===== src/rtl/core/mm2a_pkg.sv =====
// ----------------------------------------------------------------------------
// MurmurHash2A package
// Widths, mixing constants and the microcode program of the hash sequencer.
// ----------------------------------------------------------------------------
package mm2a_pkg;

  localparam int unsigned WordW  = 32;
  localparam int unsigned CountW = 3;
  localparam int unsigned StepW  = 4;

  localparam logic [WordW-1:0] MixMul = 32'h5bd1_e995;
  localparam int unsigned MixShift   = 24;
  localparam int unsigned FinShiftA  = 13;
  localparam int unsigned FinShiftB  = 15;

  localparam logic [CountW-1:0] FullCount = 3'd4;

  typedef enum logic [2:0] {
    OP_WORD = 3'd0,
    OP_TAIL = 3'd1,
    OP_LEN  = 3'd2,
    OP_KX   = 3'd3,
    OP_H    = 3'd4,
    OP_HFIN = 3'd5
  } operand_t;

  typedef enum logic [1:0] {
    DST_K   = 2'd0,
    DST_H   = 2'd1,
    DST_HXK = 2'd2
  } dest_t;

  typedef enum logic [1:0] {
    FLOW_NEXT     = 2'd0,
    FLOW_WORD_END = 2'd1,
    FLOW_EMIT     = 2'd2,
    FLOW_STOP     = 2'd3
  } flow_t;

  typedef struct packed {
    operand_t op;
    dest_t    dst;
    flow_t    flow;
  } ucode_t;

  localparam logic [StepW-1:0] StepWord = 4'd0;
  localparam logic [StepW-1:0] StepTail = 4'd3;
  localparam logic [StepW-1:0] StepEmit = 4'd9;

  function automatic ucode_t ucode_rom(input logic [StepW-1:0] addr);
    ucode_t uc;
    unique case (addr)
      4'd0:    uc = '{OP_WORD, DST_K,   FLOW_NEXT};
      4'd1:    uc = '{OP_KX,   DST_K,   FLOW_NEXT};
      4'd2:    uc = '{OP_H,    DST_HXK, FLOW_WORD_END};
      4'd3:    uc = '{OP_TAIL, DST_K,   FLOW_NEXT};
      4'd4:    uc = '{OP_KX,   DST_K,   FLOW_NEXT};
      4'd5:    uc = '{OP_H,    DST_HXK, FLOW_NEXT};
      4'd6:    uc = '{OP_LEN,  DST_K,   FLOW_NEXT};
      4'd7:    uc = '{OP_KX,   DST_K,   FLOW_NEXT};
      4'd8:    uc = '{OP_H,    DST_HXK, FLOW_NEXT};
      4'd9:    uc = '{OP_HFIN, DST_H,   FLOW_EMIT};
      default: uc = '{OP_H,    DST_K,   FLOW_STOP};
    endcase
    return uc;
  endfunction

  function automatic logic [WordW-1:0] tail_mask(input logic [CountW-1:0] count);
    logic [WordW-1:0] mask;
    unique case (count)
      3'd0:    mask = 32'h0000_0000;
      3'd1:    mask = 32'h0000_00ff;
      3'd2:    mask = 32'h0000_ffff;
      3'd3:    mask = 32'h00ff_ffff;
      default: mask = 32'h0000_0000;
    endcase
    return mask;
  endfunction

endpackage


===== src/rtl/core/mm2a_word_if.sv =====
// ----------------------------------------------------------------------------
// MurmurHash2A key word channel
// Valid/ready channel carrying one little-endian key word and its markers.
// ----------------------------------------------------------------------------
interface mm2a_word_if;
  logic                         valid;
  logic                         ready;
  logic [mm2a_pkg::WordW-1:0]   data_word;
  logic [mm2a_pkg::CountW-1:0]  byte_count;
  logic                         last;

  modport source (output valid, data_word, byte_count, last, input ready);
  modport sink   (input valid, data_word, byte_count, last, output ready);
endinterface


===== src/rtl/core/mm2a_hash_if.sv =====
// ----------------------------------------------------------------------------
// MurmurHash2A result channel
// Valid/ready channel carrying one finished 32-bit hash.
// ----------------------------------------------------------------------------
interface mm2a_hash_if;
  logic                       valid;
  logic                       ready;
  logic [mm2a_pkg::WordW-1:0] hash;

  modport source (output valid, hash, input ready);
  modport sink   (input valid, hash, output ready);
endinterface


===== src/rtl/core/mm2a_seed_if.sv =====
// ----------------------------------------------------------------------------
// MurmurHash2A seed write channel
// Valid/ready channel carrying the write data of the seed register.
// ----------------------------------------------------------------------------
interface mm2a_seed_if;
  logic                       valid;
  logic                       ready;
  logic [mm2a_pkg::WordW-1:0] data;

  modport source (output valid, data, input ready);
  modport sink   (input valid, data, output ready);
endinterface


===== src/rtl/core/murmur2a_hash_stream_unit.sv =====
// ----------------------------------------------------------------------------
// MurmurHash2A stream unit
// Hashes keys streamed as 32-bit words with a microcoded multiply datapath.
// ----------------------------------------------------------------------------
// A word that is not last takes three passes through the one 32x32 multiplier;
// the next key word can be taken in the same cycle as its last pass.
// A last word runs microcode steps 0 to 9 when full and 3 to 9 when short,
// the last loading the result register; the next key word is taken after that.
// Reset clears the seed to zero, empties the result register and arms the
// key start; no clearing pass is needed.
// ----------------------------------------------------------------------------
module murmur2a_hash_stream_unit (
  input  logic         clk,
  input  logic         rst,
  mm2a_word_if.sink    key_words,
  mm2a_hash_if.source  hashes,
  mm2a_seed_if.sink    seed_cfg
);
  import mm2a_pkg::*;

  logic [WordW-1:0]  seed;
  logic [WordW-1:0]  h;
  logic [WordW-1:0]  k;
  logic [WordW-1:0]  len;
  logic [WordW-1:0]  len_next;
  logic [WordW-1:0]  word;
  logic [CountW-1:0] count;
  logic [CountW-1:0] count_next;
  logic              last;
  logic              at_start;
  logic              busy;
  logic [StepW-1:0]  step;
  logic [WordW-1:0]  out_hash;
  logic              out_valid;

  ucode_t            uc;
  logic [WordW-1:0]  operand;
  logic [WordW-1:0]  product;
  logic              adv;
  logic              word_done;
  logic              emit_load;
  logic              take;

  assign seed_cfg.ready = 1'b1;
  assign hashes.valid   = out_valid;
  assign hashes.hash    = out_hash;

  assign uc = ucode_rom(step);

  always_comb begin
    unique case (uc.op)
      OP_WORD: operand = word;
      OP_TAIL: operand = word & tail_mask(count);
      OP_LEN:  operand = len;
      OP_KX:   operand = k ^ (k >> MixShift);
      OP_H:    operand = h;
      OP_HFIN: operand = h ^ (h >> FinShiftA);
      default: operand = h;
    endcase
  end

  assign product = operand * MixMul;

  assign adv       = busy && !(uc.flow == FLOW_EMIT && out_valid && !hashes.ready);
  assign word_done = adv && uc.flow == FLOW_WORD_END && !last;
  assign emit_load = adv && uc.flow == FLOW_EMIT;

  assign key_words.ready = !busy || word_done;
  assign take            = key_words.valid && key_words.ready;

  always_comb begin
    if (!key_words.last) begin
      count_next = FullCount;
    end else if (key_words.byte_count > FullCount) begin
      count_next = FullCount;
    end else begin
      count_next = key_words.byte_count;
    end
    len_next = (at_start ? '0 : len) + {{(WordW-CountW){1'b0}}, count_next};
  end

  always_ff @(posedge clk) begin
    if (rst) begin
      seed      <= '0;
      busy      <= 1'b0;
      step      <= StepWord;
      at_start  <= 1'b1;
      out_valid <= 1'b0;
      len       <= '0;
    end else begin
      if (seed_cfg.valid && seed_cfg.ready) begin
        seed <= seed_cfg.data;
      end

      if (adv) begin
        unique case (uc.dst)
          DST_K:   k <= product;
          DST_H:   h <= product;
          DST_HXK: h <= product ^ k;
          default: k <= product;
        endcase
      end

      if (emit_load) begin
        out_valid <= 1'b1;
        out_hash  <= product ^ (product >> FinShiftB);
      end else if (hashes.ready) begin
        out_valid <= 1'b0;
      end

      if (take) begin
        word     <= key_words.data_word;
        count    <= count_next;
        last     <= key_words.last;
        len      <= len_next;
        at_start <= key_words.last;
        busy     <= 1'b1;
        step     <= (key_words.last && count_next != FullCount) ? StepTail : StepWord;
        if (at_start) begin
          h <= seed;
        end
      end else if (adv) begin
        unique case (uc.flow)
          FLOW_NEXT:     step <= step + 1'b1;
          FLOW_WORD_END: begin
            if (last) begin
              step <= step + 1'b1;
            end else begin
              busy <= 1'b0;
            end
          end
          FLOW_EMIT:     busy <= 1'b0;
          FLOW_STOP:     busy <= 1'b0;
          default:       busy <= 1'b0;
        endcase
      end
    end
  end

  a_take_busy: assert property (@(posedge clk) disable iff (rst)
    take |=> busy)
    else $error("Sequencer did not start after a word transfer.");

  a_step_range: assert property (@(posedge clk) disable iff (rst)
    busy |-> step <= StepEmit)
    else $error("Step counter left the microcode program.");

  a_emit_start: assert property (@(posedge clk) disable iff (rst)
    emit_load |=> at_start && !busy)
    else $error("Key start not armed after a result was loaded.");

  a_out_drain: assert property (@(posedge clk) disable iff (rst)
    (hashes.valid && hashes.ready && !emit_load) |=> !hashes.valid)
    else $error("Result register held a hash after its transfer.");

endmodule


===== src/flat_wrapper.sv =====
// flat-port wrapper written by rule: the top's interface ports become plain ports
module murmur2a_hash_stream_unit_flat import mm2a_pkg::*;
  (clk, rst, key_words_valid, key_words_data_word, key_words_byte_count, key_words_last, key_words_ready, hashes_valid, hashes_hash, hashes_ready, seed_cfg_valid, seed_cfg_data, seed_cfg_ready);
  mm2a_word_if key_words_i ();
  mm2a_hash_if hashes_i ();
  mm2a_seed_if seed_cfg_i ();
  input  logic clk;
  input  logic rst;
  input wire logic [$bits(key_words_i.valid)-1:0] key_words_valid;
  input wire logic [$bits(key_words_i.data_word)-1:0] key_words_data_word;
  input wire logic [$bits(key_words_i.byte_count)-1:0] key_words_byte_count;
  input wire logic [$bits(key_words_i.last)-1:0] key_words_last;
  output wire logic [$bits(key_words_i.ready)-1:0] key_words_ready;
  output wire logic [$bits(hashes_i.valid)-1:0] hashes_valid;
  output wire logic [$bits(hashes_i.hash)-1:0] hashes_hash;
  input wire logic [$bits(hashes_i.ready)-1:0] hashes_ready;
  input wire logic [$bits(seed_cfg_i.valid)-1:0] seed_cfg_valid;
  input wire logic [$bits(seed_cfg_i.data)-1:0] seed_cfg_data;
  output wire logic [$bits(seed_cfg_i.ready)-1:0] seed_cfg_ready;
  assign key_words_i.valid = key_words_valid;
  assign key_words_i.data_word = key_words_data_word;
  assign key_words_i.byte_count = key_words_byte_count;
  assign key_words_i.last = key_words_last;
  assign key_words_ready = key_words_i.ready;
  assign hashes_valid = hashes_i.valid;
  assign hashes_hash = hashes_i.hash;
  assign hashes_i.ready = hashes_ready;
  assign seed_cfg_i.valid = seed_cfg_valid;
  assign seed_cfg_i.data = seed_cfg_data;
  assign seed_cfg_ready = seed_cfg_i.ready;
  murmur2a_hash_stream_unit u_core (.clk(clk), .rst(rst), .key_words(key_words_i), .hashes(hashes_i), .seed_cfg(seed_cfg_i));
endmodule

===== config.mk =====
export PLATFORM = sky130hd
export DESIGN_NAME = murmur2a_hash_stream_unit_flat
export DESIGN_NICKNAME = d
export VERILOG_FILES = /design/src/rtl/core/mm2a_pkg.sv /design/src/rtl/core/mm2a_word_if.sv /design/src/rtl/core/mm2a_hash_if.sv /design/src/rtl/core/mm2a_seed_if.sv /design/src/rtl/core/murmur2a_hash_stream_unit.sv /design/src/flat_wrapper.sv
export SDC_FILE = /design/constraint.sdc
export NUM_CORES = 1
export LEC_CHECK = 0
export ABC_AREA = 1
export BUFFER_PORTS_ARGS = -buffer_cell sky130_fd_sc_hd__clkbuf_2
export CAP_MARGIN = 20
export CORE_MARGIN = 2
export CORE_UTILIZATION = 43
export CTS_CLUSTER_SIZE = 24
export DETAILED_ROUTE_END_ITERATION = 10
export SYNTH_ARGS = -nofsm -noshare
export SYNTH_HDL_FRONTEND = slang
export SYNTH_SLANG_ARGS = --single-unit

===== constraint.sdc =====
create_clock -name clk -period 13.5 [get_ports clk]
set_clock_uncertainty 0.15 [all_clocks]
set_input_delay 2.7 -clock clk [delete_from_list [all_inputs] [get_ports clk]]
set_output_delay 2.7 -clock clk [all_outputs]
set_load 0.005 [all_outputs]

## Word-level counts from Yosys, hierarchy flattened

Memories as Yosys holds them, arrays and structs flattened. A register that Yosys moved wholly into a read port is not among the register bits.
Cells that the tools add are included.

- Register bits: 203
- Latch bits: 0
- Input bits: 73
- Memories: 1
- Bits in read-only memories: 112
- Bits in writable memories: 0
- Logic and storage cells: 88
- Output and inout port bits: 35

- Shifts and indexed selects: 0
- Order comparisons: 1
- Muxes and demuxes: 23
- Reduce and logical (&&, ||, !) cells: 26
- Divide/modulo/power cells: 0
- $mul: 1
- Bitwise gates (word level): 7
- Add/sub/neg operators: 2
- Equality and inequality tests: 15

Memories:

| name | words | width | read ports | clocked after memory_dff | write ports | line | source |
|---|---|---|---|---|---|---|---|
| (no name shown) | 16 | 7 | 1 | 1 | 0 | mm2a_pkg.sv:52 | `unique case (addr)` |

Operator list:

| operator | number |
|---|---|
| 2-to-1 mux 32 bit | 5 |
| one-hot mux 32 bit (5 select lines) | 1 |
| one-hot mux 24 bit (3 select lines) | 1 |
| one-hot mux 32 bit (2 select lines) | 1 |
| adder 32 x 3 -> 32 bit | 1 |
| bitwise AND 32 bit | 1 |
| multiplier 32 x 31 -> 32 bit, second input constant | 1 |
| XOR 32 x 17 -> 32 bit | 1 |
| XOR 32 x 19 -> 32 bit | 1 |
| XOR 32 bit | 1 |
| XOR 32 x 8 -> 32 bit | 1 |
| 2-to-1 mux 4 bit | 5 |
| == test 3 x 2 -> 1 bit, second input constant | 4 |
| AND reduction 3 bit | 3 |
| logical AND 1 bit | 8 |
| one-hot mux 4 bit (2 select lines) | 1 |
| == test 2 bit, second input constant | 3 |
| == test 3 x 1 -> 1 bit, second input constant | 2 |
| 2-to-1 mux 3 bit | 2 |
| != test 3 bit, second input constant | 2 |
| nonzero test 3 bit | 2 |
| 2-to-1 mux 1 bit | 5 |
| adder 4 x 1 -> 4 bit, second input constant | 1 |
| == test 2 x 1 -> 1 bit, second input constant | 2 |
| other kinds (13) | 20 |

## Depth between registers and ports, before layout

- Depth after elaboration: 13
- Depth in mapped cells: 40
- Depth with buffers taken out: 38

## Worst setup path before layout

OpenSTA, ideal clock, no wires.

- Path kind: register to register
- From: reg u_core.uc[5] (netlist name)
- To: reg u_core.h[28], data pin
- Arrival: 7572 ps
- Stages on the path, launching flop included: 35
- Path buffers: 1
- Library setup time: 254 ps
- Path slack: 5525 ps
- Period minus slack after synthesis: 7975 ps
- Data required time: 13096 ps
- Path through: dfxtp_1 buf_6 inv_2 nand2_2 a21oi_4 a31o_2 a2111oi_0 o21ai_0 fa_1 ha_1 inv_1 fa_1 inv_1 fa_1 inv_1 fa_1 inv_1 fa_1 fa_1 inv_1 fa_1 inv_1 ha_1 nand2_1 nor2_1 inv_1 nor2_1 nand3_1 nand3_1 inv_1 o21ai_0 xor2_1 o21ai_0 a21oi_1 nor2_1

- Cells in the longest elaborated chain, start to end: 8
- Elaborated cells between the ends (all ways): 12
- Those cells by class: mul: 1; eq/ne: 4; mux: 5; bitwise: 1; reduce/logical: 1

Ends and longest elaborated chain:

| element | line | source |
|---|---|---|
| == test 3 bit, or another cell as far along | murmur2a_hash_stream_unit.sv:51 | `unique case (uc.op)` |
| one-hot mux 32 bit (5 select lines) * | murmur2a_hash_stream_unit.sv:51 |  |
| multiplier 32 x 31 -> 32 bit * | murmur2a_hash_stream_unit.sv:62 | `assign product = operand * MixMul;` |
| net u_core.product[28] | murmur2a_hash_stream_unit.sv:38 | `logic [WordW-1:0] product;` |
| XOR 32 bit | murmur2a_hash_stream_unit.sv:99 | `DST_HXK: h <= product ^ k;` |
| one-hot mux 32 bit (2 select lines) * | murmur2a_hash_stream_unit.sv:96 | `unique case (uc.dst)` |
| 2-to-1 mux 32 bit * | murmur2a_hash_stream_unit.sv:95 | `if (adv) begin` |
| 2-to-1 mux 32 bit | murmur2a_hash_stream_unit.sv:119 | `if (at_start) begin` |
| 2-to-1 mux 32 bit * | murmur2a_hash_stream_unit.sv:111 | `if (take) begin` |
| end signal: assignment | murmur2a_hash_stream_unit.sv:98 | `DST_H: h <= product;` |
| end signal: assignment | murmur2a_hash_stream_unit.sv:99 |  |
| end: declaration | murmur2a_hash_stream_unit.sv:22 | `logic [WordW-1:0] h;` |

Mark *: on every way through the listed nets, which the timed path passes. The rest lies on a longest branch.
A chain may end at the register's enable or synchronous reset.

## Worst setup path after layout

- From: reg u_core.uc[5] (netlist name)
- To: reg u_core.h[28], data pin

- Cells in the longest elaborated chain, start to end: 8
- Elaborated cells between the ends (all ways): 12
- Those cells by class: mul: 1; eq/ne: 4; mux: 5; bitwise: 1; reduce/logical: 1

Ends and longest elaborated chain:

| element | line |
|---|---|
| == test 3 bit, or another cell as far along | murmur2a_hash_stream_unit.sv:51 |
| one-hot mux 32 bit (5 select lines) * | murmur2a_hash_stream_unit.sv:51 |
| multiplier 32 x 31 -> 32 bit * | murmur2a_hash_stream_unit.sv:62 |
| net u_core.product[28] | murmur2a_hash_stream_unit.sv:38 |
| XOR 32 bit | murmur2a_hash_stream_unit.sv:99 |
| one-hot mux 32 bit (2 select lines) * | murmur2a_hash_stream_unit.sv:96 |
| 2-to-1 mux 32 bit * | murmur2a_hash_stream_unit.sv:95 |
| 2-to-1 mux 32 bit | murmur2a_hash_stream_unit.sv:119 |
| 2-to-1 mux 32 bit * | murmur2a_hash_stream_unit.sv:111 |

Marked as above.

==> impl_metrics.json <==
{
  "status": "finished, final reports clean",
  "synth_top_family_by_area": "adder cells",
  "muxShareOfSynthArea": 0,
  "hold_path_depth": 1,
  "ios": 108,
  "die_height_um": 218,
  "synth_largest_type_area_fraction": 0.201,
  "synth_top_flop_cell": "edfxtp_1",
  "rows": 78,
  "ys_types": 60,
  "synth_xor_area_frac": 0.0280,
  "netlist_instances": 2280,
  "maxSlewViolCount": 0,
  "synth_seq_cells": 210,
  "worst_pin_slew_ns": 1.05,
  "die_w_um": 218,
  "clk_latency_ns": 0.58,
  "post_cts_buffers": 0,
  "yosys-top-cells-area": "edfxtp_1, fa_1, ha_1",
  "gp_congestion": 0.963,
  "vias": 15683,
  "core_um2": 45300,
  "synth_top_cell_by_area": "edfxtp_1",
  "wl_um": 64800,
  "grt_pass1_wl_um": 98200,
  "cp_max_fo": 11,
  "synth_enable_flop_cells": 132,
  "antenna_found_initial": 1,
  "async_flop_share": 0,
  "post_cts_resized": 0,
  "remaining_drc_errors": 0,
  "drive_gt1_frac": 0.0989,
  "worst_r2r_endpoint": "u_core.h[28]",
  "final_cell_mix": "inv_1, nand2_1, ha_1, nor2_1, fa_1",
  "fin_setup_tns_ns": 0,
  "cts_buffer_depth": 3,
  "critical-path-slowest-cell": "dfxtp_1",
  "cts_buffers": 27,
  "final_common_cell": "inv_1",
  "syn_nets": 2761,
  "r2r_slack_ns": 3.82,
  "fin_crit_sh": 0.717,
  "netlist_area_um2": 19700,
  "start_util": 0.436,
  "synth-simple-area-share": 0.153,
  "crit_arrival_ns": 9.85,
  "drt-vias-per-instance": 5.22,
  "hold_buffers": 0,
  "min_from": "u_core.len[10]",
  "yosysSeqAreaShare": 0.280,
  "cts_tree": "yes",
  "grtUsageTotal": 0.279,
  "clockRootBuffer": "clkbuf_16",
  "ys.warnings.count": 0,
  "cts_sinks": 210,
  "grt_max_degree": 77,
  "fillers": 4383,
  "syn_to_final_growth_pct": 10.9,
  "seqCellArea_um2": 5530,
  "synth_fa_ha_area_frac": 0.328,
  "slowest_delay_ns": 0.78,
  "cts_max_level": 1,
  "io_buffer_count": 106,
  "fmax_mhz": 103,
  "multi_input_area_um2": 12000,
  "setup_viol": 0,
  "grt_pass1_vias": 15996,
  "critPathKind": "reg -> reg",
  "synth.avg_cell_area_um2": 8.65,
  "finalHoldViolCount": 0,
  "cpMostUsedCell": "inv_1",
  "wire_per_inst_um": 21.5,
  "r2r_start": "u_core.uc[5]",
  "fin_crit_ns": 9.68,
  "hold-path-endpoint": "u_core.len[10]",
  "grt.overflow.total": 0,
  "n_antenna_cell": 0,
  "dp_hpwl_um": 52000,
  "clkTransAtPathRegs_ns": 0.06,
  "min_path_type": "reg -> reg",
  "critPathLaunchType": "flop",
  "die_area_um2": 47600,
  "ff2ff_path_depth": 34,
  "drtIter0Drc": 1324,
  "drv_cap": 0,
  "finalNetCount": 2871,
  "rsz0062_at_grt": "false",
  "endpoint_kind": "flop",
  "postRouteAntennaNets": 0,
  "firstDrtPassIters": 8,
  "synth_compound_area_frac": 0.0975,
  "cp_data_required_time_ns": 13.67,
  "timing.slew.headroom": 0.298
}
-- cell families after synthesis --
logic type | Yosys count
other | 1
flip-flops | 210
XOR/XNOR | 63
AND/OR/NAND/NOR | 680
buffers and inverters | 582
adder cells (fa/ha/maj) | 408
AO/OA/AOI/OAI | 336
-- layer usage --
layer / up-vias / global-route usage / part of all wire
met5: - / 0 / 0
met4: 0 / 0.0701 / 0.026
met3: 84 / 0.0335 / 0.052
met2: 460 / 0.472 / 0.48
met1: 7636 / 0.379 / 0.44
li1: 7503 / - / -
-- how the worst max path moves through the flow --
stage / from / end / slack [ns] / cells after the start
6_report: u_core.uc[5] / u_core.h[28] / 3.82 / 34
5_1_grt: u_core.uc[5] / u_core.h[28] / 3.50 / 34
4_1_cts: u_core.uc[5] / u_core.h[28] / 3.98 / 34
3_5_place_dp: u_core.uc[5] / u_core.h[28] / 4.02 / 34
3_3_place_gp: u_core.uc[5] / u_core.h[28] / 3.99 / 34
2_1_floorplan: u_core.uc[5] / u_core.h[28] / 5.52 / 34
-- area by class of cell --
| class | instances | area share |
|---|---|---|
| clock buffer | 29 | 0.0312 |
| clock inverter | 17 | 0.00852 |
| inverter | 531 | 0.0914 |
| multi-input combinational | 1488 | 0.548 |
| sequential | 210 | 0.253 |
| tap | 600 | 0.0343 |
| timing repair buffer | 132 | 0.0337 |
-- critical path, delay by kind of cell (launching register included) --
family / cells / cell delay (ns)
buffers and inverters: 10 / 0.85
and+or+nand+nor: 7 / 0.82
DFF: 1 / 0.78
AOI/OAI and AO/OA: 7 / 1.93
adders and majority gates: 9 / 4.14
xor gates and xnor gates: 1 / 0.72
-- cell usage after synthesis, types with 9 or more instances --
cell and n:
inv_1 518, nand2_1 308, ha_1 226, nor2_1 201, fa_1 182, o21ai_0 163
edfxtp_1 132, a21oi_1 84, dfxtp_1 78, nand3_1 73, clkbuf_1 41, xor2_1 38
xnor2_1 25, nand4_1 21, nor3_1 21, o211ai_1 14, nand2_2 12, a31oi_1 11
inv_2 9, o22ai_1 9
-- registers in the layout, summed over array words and instances (netlist names), 3 cells and up --
signal and flops:
u_core.h 32, u_core.step 4, u_core.hashes.hash 32, u_core.uc 7, u_core.k 32, u_core.len 32
u_core.word 32, u_core.count 3, u_core.seed 32
-- metrics by stage --
stage / area, um^2 / utilization / setup WS [ns] / cells / hold slack, ns
after floorplan: 19700 / - / 5.52 / 2280 / 0.262
after global placement: 21000 / 0.464 / 3.99 / 2960 / 0.271
after detailed placement: 21000 / 0.464 / 4.02 / 2960 / 0.280
after CTS: 21900 / 0.483 / 3.98 / 3006 / 0.289
after global routing: 21900 / 0.483 / 3.50 / 3007 / 0.318
final: 21900 / 0.483 / 3.82 / 3007 / 0.289
Power is left out: the tool's default activity adds up to more than one toggle a clock period on the data nets, which glitch-free logic cannot reach.
